<file path="config.mk">
export PLATFORM = sky130hd
export DESIGN_NAME = line_length_filter
export DESIGN_NICKNAME = d
export VERILOG_FILES = /design/src/rtl/llf_pkg.sv /design/src/rtl/llf_line_ram.sv /design/src/rtl/llf_rsp_buf.sv /design/src/rtl/line_length_filter.sv
export VERILOG_INCLUDE_DIRS = /design/src /design/src/rtl
export SDC_FILE = /design/constraint.sdc
export NUM_CORES = 1
export LEC_CHECK = 0
export BUFFER_PORTS_ARGS = -buffer_cell sky130_fd_sc_hd__buf_2
export CAP_MARGIN = 20
export CELL_PAD_IN_SITES_DETAIL_PLACEMENT = 1
export CELL_PAD_IN_SITES_GLOBAL_PLACEMENT = 2
export CORE_ASPECT_RATIO = 0.8
export CORE_MARGIN = 2
export CORE_UTILIZATION = 35
export DETAILED_ROUTE_END_ITERATION = 16
export GPL_TIMING_DRIVEN = 0
export PLACE_DENSITY_LB_ADDON = 0.1
export SLEW_MARGIN = 5
export SYNTH_ARGS = -nofsm -noshare
export SYNTH_HDL_FRONTEND = slang
export SYNTH_SLANG_ARGS = --single-unit
</file>
<file path="constraint.sdc">
create_clock -name clock -period 2.6 [get_ports clock]
set_clock_uncertainty 0.2 [all_clocks]
set_input_delay 0.13 -clock clock [delete_from_list [all_inputs] [get_ports clock]]
set_output_delay 0.13 -clock clock [all_outputs]
set_load 0.02 [all_outputs]
</file>
<file path="src/rtl/line_length_filter_defines.svh">
// Assertion macros shared by the line length filter RTL.
// Depends on nothing; included by the files that carry assertions.
`ifndef LINE_LENGTH_FILTER_DEFINES_SVH
`define LINE_LENGTH_FILTER_DEFINES_SVH

// The consequent must hold in the same cycle as the antecedent.
`define LLF_ASSERT_NOW(label, clk, rst, ante, cons) \
   label: assert property (@(posedge clk) disable iff (rst) (ante) |-> (cons)) \
      else $error("line length filter check failed");

// The consequent must hold in the cycle after the antecedent.
`define LLF_ASSERT_NEXT(label, clk, rst, ante, cons) \
   label: assert property (@(posedge clk) disable iff (rst) (ante) |=> (cons)) \
      else $error("line length filter check failed");

`endif

</file>
<file path="src/rtl/llf_pkg.sv">
// Types and constants of the line length filter.
// Depends on nothing; used by the result buffer and the top level.
package llf_pkg;

   localparam logic [7:0]  NEWLINE_CODE = 8'd10;
   localparam logic [7:0]  DOT_CODE     = 8'd46;
   localparam logic [7:0]  ZERO_CODE    = 8'd0;
   localparam logic [15:0] LENGTH_MAX   = 16'hFFFF;

   localparam logic [1:0] CSR_MIN_LENGTH   = 2'd0;
   localparam logic [1:0] CSR_MAX_LENGTH   = 2'd1;
   localparam logic [1:0] CSR_MAX_LIMIT_ON = 2'd2;

   localparam int RSP_DEPTH = 4;
   localparam int RSP_PTR_W = 2;
   localparam int RSP_LEVEL_W = 3;

   typedef logic [RSP_LEVEL_W-1:0] rsp_level_type;

   typedef struct packed {
      logic [7:0] out_byte;
      logic       last_of_line;
   } rsp_word_type;

   typedef struct packed {
      logic         valid;
      rsp_word_type word;
   } rsp_push_type;

endpackage

</file>
<file path="src/rtl/llf_line_ram.sv">
// Line store of the line length filter: one write port, one registered read port.
// Depends on nothing.
module llf_line_ram #(
   parameter int DEPTH = 60,
   parameter int AW = 6
) (
   input  logic          clock,
   input  logic          wr_en,
   input  logic [AW-1:0] wr_addr,
   input  logic [7:0]    wr_data,
   input  logic          rd_en,
   input  logic [AW-1:0] rd_addr,
   output logic [7:0]    rd_data
);

   logic [7:0] mem_ff [DEPTH];
   logic [7:0] rd_data_ff;

   always_ff @(posedge clock) begin
      if (wr_en) begin
         mem_ff[wr_addr] <= wr_data;
      end
   end

   always_ff @(posedge clock) begin
      if (rd_en) begin
         rd_data_ff <= mem_ff[rd_addr];
      end
   end

   assign rd_data = rd_data_ff;

endmodule

</file>
<file path="src/rtl/llf_rsp_buf.sv">
// Result buffer of the line length filter: a small queue in front of the rsp port.
// Depends on llf_pkg.
module llf_rsp_buf (
   input  logic                  clock,
   input  logic                  reset,
   input  llf_pkg::rsp_push_type push,
   output llf_pkg::rsp_level_type level,
   output logic                  rsp_valid,
   input  logic                  rsp_stall,
   output llf_pkg::rsp_word_type rsp_word
);

   import llf_pkg::*;

   rsp_word_type         mem_ff [RSP_DEPTH];
   logic [RSP_PTR_W-1:0] wr_ptr_ff, wr_ptr_in;
   logic [RSP_PTR_W-1:0] rd_ptr_ff, rd_ptr_in;
   rsp_level_type        level_ff, level_in;
   logic                 pop;

   assign pop = (level_ff != '0) && !rsp_stall;

   always_comb begin
      wr_ptr_in = wr_ptr_ff;
      rd_ptr_in = rd_ptr_ff;
      level_in = level_ff;
      if (push.valid) begin
         wr_ptr_in = wr_ptr_ff + 1'b1;
      end
      if (pop) begin
         rd_ptr_in = rd_ptr_ff + 1'b1;
      end
      if (push.valid && !pop) begin
         level_in = level_ff + 1'b1;
      end else if (!push.valid && pop) begin
         level_in = level_ff - 1'b1;
      end
   end

   always_ff @(posedge clock) begin
      if (reset) begin
         wr_ptr_ff <= '0;
         rd_ptr_ff <= '0;
         level_ff <= '0;
      end else begin
         wr_ptr_ff <= wr_ptr_in;
         rd_ptr_ff <= rd_ptr_in;
         level_ff <= level_in;
      end
   end

   always_ff @(posedge clock) begin
      if (push.valid) begin
         mem_ff[wr_ptr_ff] <= push.word;
      end
   end

   assign level = level_ff;
   assign rsp_valid = (level_ff != '0);
   assign rsp_word = mem_ff[rd_ptr_ff];

endmodule

</file>
<file path="src/rtl/line_length_filter.sv">
// Top level of the line length filter: counters, replay sequencer and register file.
// Depends on llf_pkg, llf_line_ram, llf_rsp_buf and line_length_filter_defines.svh.
//
// The filter takes one byte per cycle while a line is being collected; the first
// LINE_KEEP bytes go into a line store with one write and one read port and the line
// length counts up to 65535. A newline that passes the length test starts a replay:
// the kept bytes are read back from the store one per cycle, while there is room, into
// a four-word result queue, followed by three dots when the line was cut and by the
// newline marked last. A passing newline holds the input until that newline word is
// queued; a failing newline does not. A kept zero byte ends the read back early.
// req_stall stays high during the replay, since the store is read then and the next
// line would overwrite it. Configuration may be written at any time the block is
// idle; csr_ready is always high.
module line_length_filter #(
   parameter int LINE_KEEP = 60
) (
   input  logic        clock,
   input  logic        reset,
   input  logic        req_valid,
   output logic        req_stall,
   input  logic [7:0]  req_in_byte,
   output logic        rsp_valid,
   input  logic        rsp_stall,
   output logic [7:0]  rsp_out_byte,
   output logic        rsp_last_of_line,
   input  logic        csr_valid,
   output logic        csr_ready,
   input  logic [1:0]  csr_index,
   input  logic [15:0] csr_data
);

   import llf_pkg::*;
   `include "line_length_filter_defines.svh"

   localparam int KW = $clog2(LINE_KEEP + 1);
   localparam int AW = (LINE_KEEP > 1) ? $clog2(LINE_KEEP) : 1;
   localparam logic [KW-1:0] KEEP_LIMIT = KW'(LINE_KEEP);

   typedef enum logic [2:0] {
      ST_IDLE = 3'b001,
      ST_KEPT = 3'b010,
      ST_TAIL = 3'b100
   } state_type;

   state_type     state_ff, state_in;
   logic [KW-1:0] kept_ff, kept_in;
   logic [15:0]   len_ff, len_in;
   logic [KW-1:0] rd_idx_ff, rd_idx_in;
   logic          pend_ff, pend_in;
   logic          dots_ff, dots_in;
   logic [1:0]    tail_ff, tail_in;
   logic [15:0]   min_ff;
   logic [15:0]   max_ff;
   logic          lim_ff;

   logic          req_acc;
   logic          is_nl;
   logic          pass;
   logic          ram_we;
   logic          rd_issue;
   logic [7:0]    rd_data;
   logic [RSP_LEVEL_W:0] credit_used;
   rsp_push_type  push;
   rsp_level_type level;
   rsp_word_type  rsp_word;

   assign req_stall = (state_ff != ST_IDLE);
   assign req_acc = req_valid && !req_stall;
   assign is_nl = (req_in_byte == NEWLINE_CODE);
   assign pass = (len_ff >= min_ff) && (!lim_ff || (len_ff <= max_ff));
   assign ram_we = req_acc && !is_nl && (kept_ff < KEEP_LIMIT);
   assign credit_used = (RSP_LEVEL_W + 1)'(level) + (RSP_LEVEL_W + 1)'(pend_ff);
   assign rd_issue = (state_ff == ST_KEPT) && (rd_idx_ff < kept_ff)
      && (credit_used < (RSP_LEVEL_W + 1)'(RSP_DEPTH));

   always_comb begin
      state_in = state_ff;
      kept_in = kept_ff;
      len_in = len_ff;
      rd_idx_in = rd_idx_ff;
      dots_in = dots_ff;
      tail_in = tail_ff;
      pend_in = rd_issue;
      push.valid = 1'b0;
      push.word.out_byte = rd_data;
      push.word.last_of_line = 1'b0;
      unique case (state_ff)
         ST_IDLE: begin
            if (req_acc) begin
               if (!is_nl) begin
                  if (ram_we) begin
                     kept_in = kept_ff + 1'b1;
                  end
                  if (len_ff != LENGTH_MAX) begin
                     len_in = len_ff + 1'b1;
                  end
               end else if (pass) begin
                  state_in = ST_KEPT;
                  rd_idx_in = '0;
                  dots_in = (len_ff > 16'(kept_ff));
               end else begin
                  kept_in = '0;
                  len_in = '0;
               end
            end
         end
         ST_KEPT: begin
            if (rd_issue) begin
               rd_idx_in = rd_idx_ff + 1'b1;
            end
            if (pend_ff && (rd_data != ZERO_CODE)) begin
               push.valid = 1'b1;
            end
            if ((pend_ff && (rd_data == ZERO_CODE)) ||
                (!pend_ff && (rd_idx_ff == kept_ff))) begin
               state_in = ST_TAIL;
               tail_in = dots_ff ? 2'd0 : 2'd3;
            end
         end
         ST_TAIL: begin
            if (level < rsp_level_type'(RSP_DEPTH)) begin
               push.valid = 1'b1;
               tail_in = tail_ff + 1'b1;
               if (tail_ff == 2'd3) begin
                  push.word.out_byte = NEWLINE_CODE;
                  push.word.last_of_line = 1'b1;
                  state_in = ST_IDLE;
                  kept_in = '0;
                  len_in = '0;
               end else begin
                  push.word.out_byte = DOT_CODE;
               end
            end
         end
         default: begin
            state_in = ST_IDLE;
         end
      endcase
   end

   always_ff @(posedge clock) begin
      if (reset) begin
         state_ff <= ST_IDLE;
         kept_ff <= '0;
         len_ff <= '0;
         pend_ff <= 1'b0;
         min_ff <= '0;
         max_ff <= '0;
         lim_ff <= 1'b0;
      end else begin
         state_ff <= state_in;
         kept_ff <= kept_in;
         len_ff <= len_in;
         pend_ff <= pend_in;
         if (csr_valid) begin
            unique case (csr_index)
               CSR_MIN_LENGTH: min_ff <= csr_data;
               CSR_MAX_LENGTH: max_ff <= csr_data;
               CSR_MAX_LIMIT_ON: lim_ff <= csr_data[0];
               default: begin
               end
            endcase
         end
      end
   end

   always_ff @(posedge clock) begin
      rd_idx_ff <= rd_idx_in;
      dots_ff <= dots_in;
      tail_ff <= tail_in;
   end

   assign csr_ready = 1'b1;

   llf_line_ram #(
      .DEPTH(LINE_KEEP),
      .AW(AW)
   ) u_line_ram (
      .clock(clock),
      .wr_en(ram_we),
      .wr_addr(kept_ff[AW-1:0]),
      .wr_data(req_in_byte),
      .rd_en(rd_issue),
      .rd_addr(rd_idx_ff[AW-1:0]),
      .rd_data(rd_data)
   );

   llf_rsp_buf u_rsp_buf (
      .clock(clock),
      .reset(reset),
      .push(push),
      .level(level),
      .rsp_valid(rsp_valid),
      .rsp_stall(rsp_stall),
      .rsp_word(rsp_word)
   );

   assign rsp_out_byte = rsp_word.out_byte;
   assign rsp_last_of_line = rsp_word.last_of_line;

   `LLF_ASSERT_NOW(a_credit, clock, reset, 1'b1,
      credit_used <= (RSP_LEVEL_W + 1)'(RSP_DEPTH))
   `LLF_ASSERT_NOW(a_replay_bound, clock, reset, state_ff == ST_KEPT, rd_idx_ff <= kept_ff)
   `LLF_ASSERT_NEXT(a_last_ends, clock, reset, push.valid && push.word.last_of_line,
      state_ff == ST_IDLE && kept_ff == '0 && len_ff == '0)
   `LLF_ASSERT_NEXT(a_fail_clears, clock, reset, req_acc && is_nl && !pass,
      state_ff == ST_IDLE && kept_ff == '0 && len_ff == '0)

endmodule

</file>
==> results.yml <==
critical_path:
  cp-start-kind: "register"
  critPathArrivalTime_ns: 3.19
  cpMaxStageDelayCell: "mux4_2"
  path_class: "register to register"
  crit_fanout: 7
  crit_top_cell: "mux4_2"
  required_ns: 2.70
  crit_path_max_incr_delay_ns: 0.61
  worstPathCellList: "buf_8 > buf_12 > buf_12 > mux4_2 > mux4_2 > mux4_2"
  end_kind: "register"
logic_synthesis:
  ys_seq_elements: 601
  yosysWarningCount: 0
  synth_ff_type: "edfxtp_1"
  ys_async_sr_fraction_pct: 0
  syn_area_sq_um: 24700
  synth_nets: 1484
  postSynthAreaPerCell_sq_um: 17.7
  synth_edf_count: 533
  ys_seq_area_share_pct: 70.2
  synth_cell_type_count: 62
  syn_inst: 1399
clock_network:
  numCtsBuffers: 66
  root_buffer: "clkbuf_16"
  clkTransAtPathRegs_ns: 0.06
  tritoncts: "done"
  h-tree-depth: 3
  cts.sinks: 601
  clk_path_buf_depth: 3
  insertion_delay_ns: 0.59
timing:
  setup_viol: 457
  setup_ws_ns: -0.484
  holdWs_ns: 0.147
  period_share_pct: 119
  slew_headroom_pct: 35.4
  grt_setup_unrepaired: "true"
  worst_pin_slew_ns: 0.966
  period_minus_slack_ns: 3.08
  final_hold_viol_count: 0
  max_freq_ghz: 0.324
  finalSetupTns_ns: -58.79
  slew_viol_final: 0
drt:
  routed_wl_mm: 69.9
  antenna_left: 0
  viasPerCell: 5.27
  dr.pass1.iters: 5
  post_drt_wl_per_cell_microns: 26.6
  route.detailed.drc: 0
  drt_iter0_drc: 979
  via_count: 13800
cells_and_area:
  multiInputGateArea_sq_um: 7830
  layout_common_cells: "533 x edfxtp_1, 161 x mux4_2, 101 x nand2_1, 68 x clkbuf_16, 64 x nor2_4"
  final_common_cell: "edfxtp_1"
  register_area_sq_um: 17400
  layout-drive-gt1-share_pct: 35.1
  n_fill_cell: 6685
  nets: 1729
  areaGrowthSynthToFinish_pct: 25.7
placed_design:
  hpwl_mm: 45.2
  numPortBuffers: 40
  gp_congestion: 0.754
run:
  cap_violations: 0
floorplanning:
  num_io_pins: 43
  rows: 87
  core_sq_um: 70200
  die_w_microns: 301
  start_util_pct: 35.2
  fp.dieArea_sq_um: 72800
  die_y_microns: 242
power_and_ir_drop:
  vdd_ir_drop_max_mv: 0.392
  power.density_nw_per_um2: 665
  p_leak_nw: 10.3
run_status:
  violations: "negative setup slack"
  status: "finished with violations"
global_route:
  antenna_found_initial: 7
  grt_overflow_total: 0
  grtUsageMet3_pct: 4.31
  grt_pass1_vias: 14700
  use_met1_pct: 29.2
  grt_busiest_layer: "met1"
  grt_max_degree: 46
  grt_pass1_wl_mm: 103
  use_met2_pct: 28.9
  track_usage_pct: 19.5
hold_path:
  worst_hold_path_type: "primary input to register"
==> worst paths after layout <==
path | slack, ns | to | cells past startpoint | startpoint
hold / removal | 0.15 | max_ff[5]$_SDFFE_PP0P_ | 4 | csr_data[5]
setup reg to reg | -0.48 | u_line_ram.rd_data[0]$_DFFE_PP_ | 6 | rd_idx_ff[0]$_SDFFCE_PP0P_
hold reg to reg | 0.26 | max_ff[5]$_SDFFE_PP0P_ | 2 | max_ff[5]$_SDFFE_PP0P_
setup / recovery | -0.48 | u_line_ram.rd_data[0]$_DFFE_PP_ | 6 | rd_idx_ff[0]$_SDFFCE_PP0P_
==> routing by layer <==
| layer | vias up | wire length (microns) |
|---|---|---|
| met5 | - | 13 |
| met4 | 2 | 1530 |
| met3 | 93 | 3700 |
| met2 | 267 | 31200 |
| met1 | 7386 | 33400 |
| li1 | 6079 | - |
==> state kept, by name (all words and copies together), names as in the netlist, named ones only <==
signal	flops
state_ff	3
u_line_ram.rd_data	8
pend_ff	1
lim_ff	1
u_line_ram.mem_ff	480
u_rsp_buf.rd_ptr_ff	2
dots_ff	1
u_rsp_buf.wr_ptr_ff	2
max_ff	16
kept_ff	6
rd_idx_ff	6
u_rsp_buf.mem_ff	36
u_rsp_buf.level	3
min_ff	16
len_ff	16
tail_ff	2
==> metrics by stage <==
stage | power, mW | std cells | util [%] | setup WS, ns | cell area [sq um]
floorplan | 11.2 | 1399 | - | -0.0906 | 24800
global placement | 11.6 | 2373 | 37.3 | -1.84 | 26200
detailed placement | 11.6 | 2381 | 37.6 | -1.67 | 26400
CTS | 20.9 | 2607 | 43.8 | -0.498 | 30700
global route | 21.4 | 2624 | 44.3 | -0.518 | 31100
finish | 20.7 | 2625 | 44.3 | -0.484 | 31100
==> final cells by class <==
cell class,count,area share (%)
flip-flops and latches,601,56.0
multi-input cells,682,25.2
repair buffers,181,6.17
clock buffers,76,5.60
well taps,934,3.76
plain buffers,62,1.66
clock inverters,38,0.982
inverters,50,0.604
diodes,1,0.00805
==> power breakdown <==
part	leakage (nW)	switching (mW)	internal, mW
combinational	3.97	0.603	0.411
clock	0.986	3.85	5.20
sequential	5.34	0.0754	10.5
total	10.3	4.53	16.2
==> critical path: cells and delay by family (launching register included) <==
kind                   cells  cell delay, ns
DFF                        1            0.40
buffers and inverters      3            0.45
muxes                      3            1.75
==> cell families after synthesis <==
group,share of synthesized area [%]
buf+inv,2.04
flops,70.2
compound gates,3.75
other cells,0.0152
fa+ha+maj,2.76
simple gates,5.69
xor+xnor,0.319
mux,15.2
==> Yosys cell counts, drive strengths merged, types with 4 or more instances <==
cell	n	area, sq um
a311oi	12	136
nor4	5	31.3
a211oi	4	42.5
a21oi	62	310
ha	53	663
nand3b	7	52.6
nand2	107	402
nor2	91	352
buf	27	170
mux2i	14	140
dfxtp	68	1360
mux4	161	3630
edfxtp	533	16000
and2	8	50.1
clkbuf	39	146
a31oi	6	37.5
and3	11	68.8
nor2b	12	75.1
nand2b	6	37.5
inv	50	188
o21ai	29	145
nand3	23	115
a41oi	6	52.6
xnor2	4	35.0
o31ai	5	37.5
or3	4	25.0
xor2	5	43.8
nand4	10	62.6
o21a	4	30.0
==> repair_timing <==
item	CTS	global route
resized for setup	263	39
gates cloned	2	0
endpoints found under the hold margin	262	136
setup buffers	69	16
hold buffers	45	5
endpoints found under the setup margin	581	526
pin swaps	53	23
(Power assumes the default switching activity.)
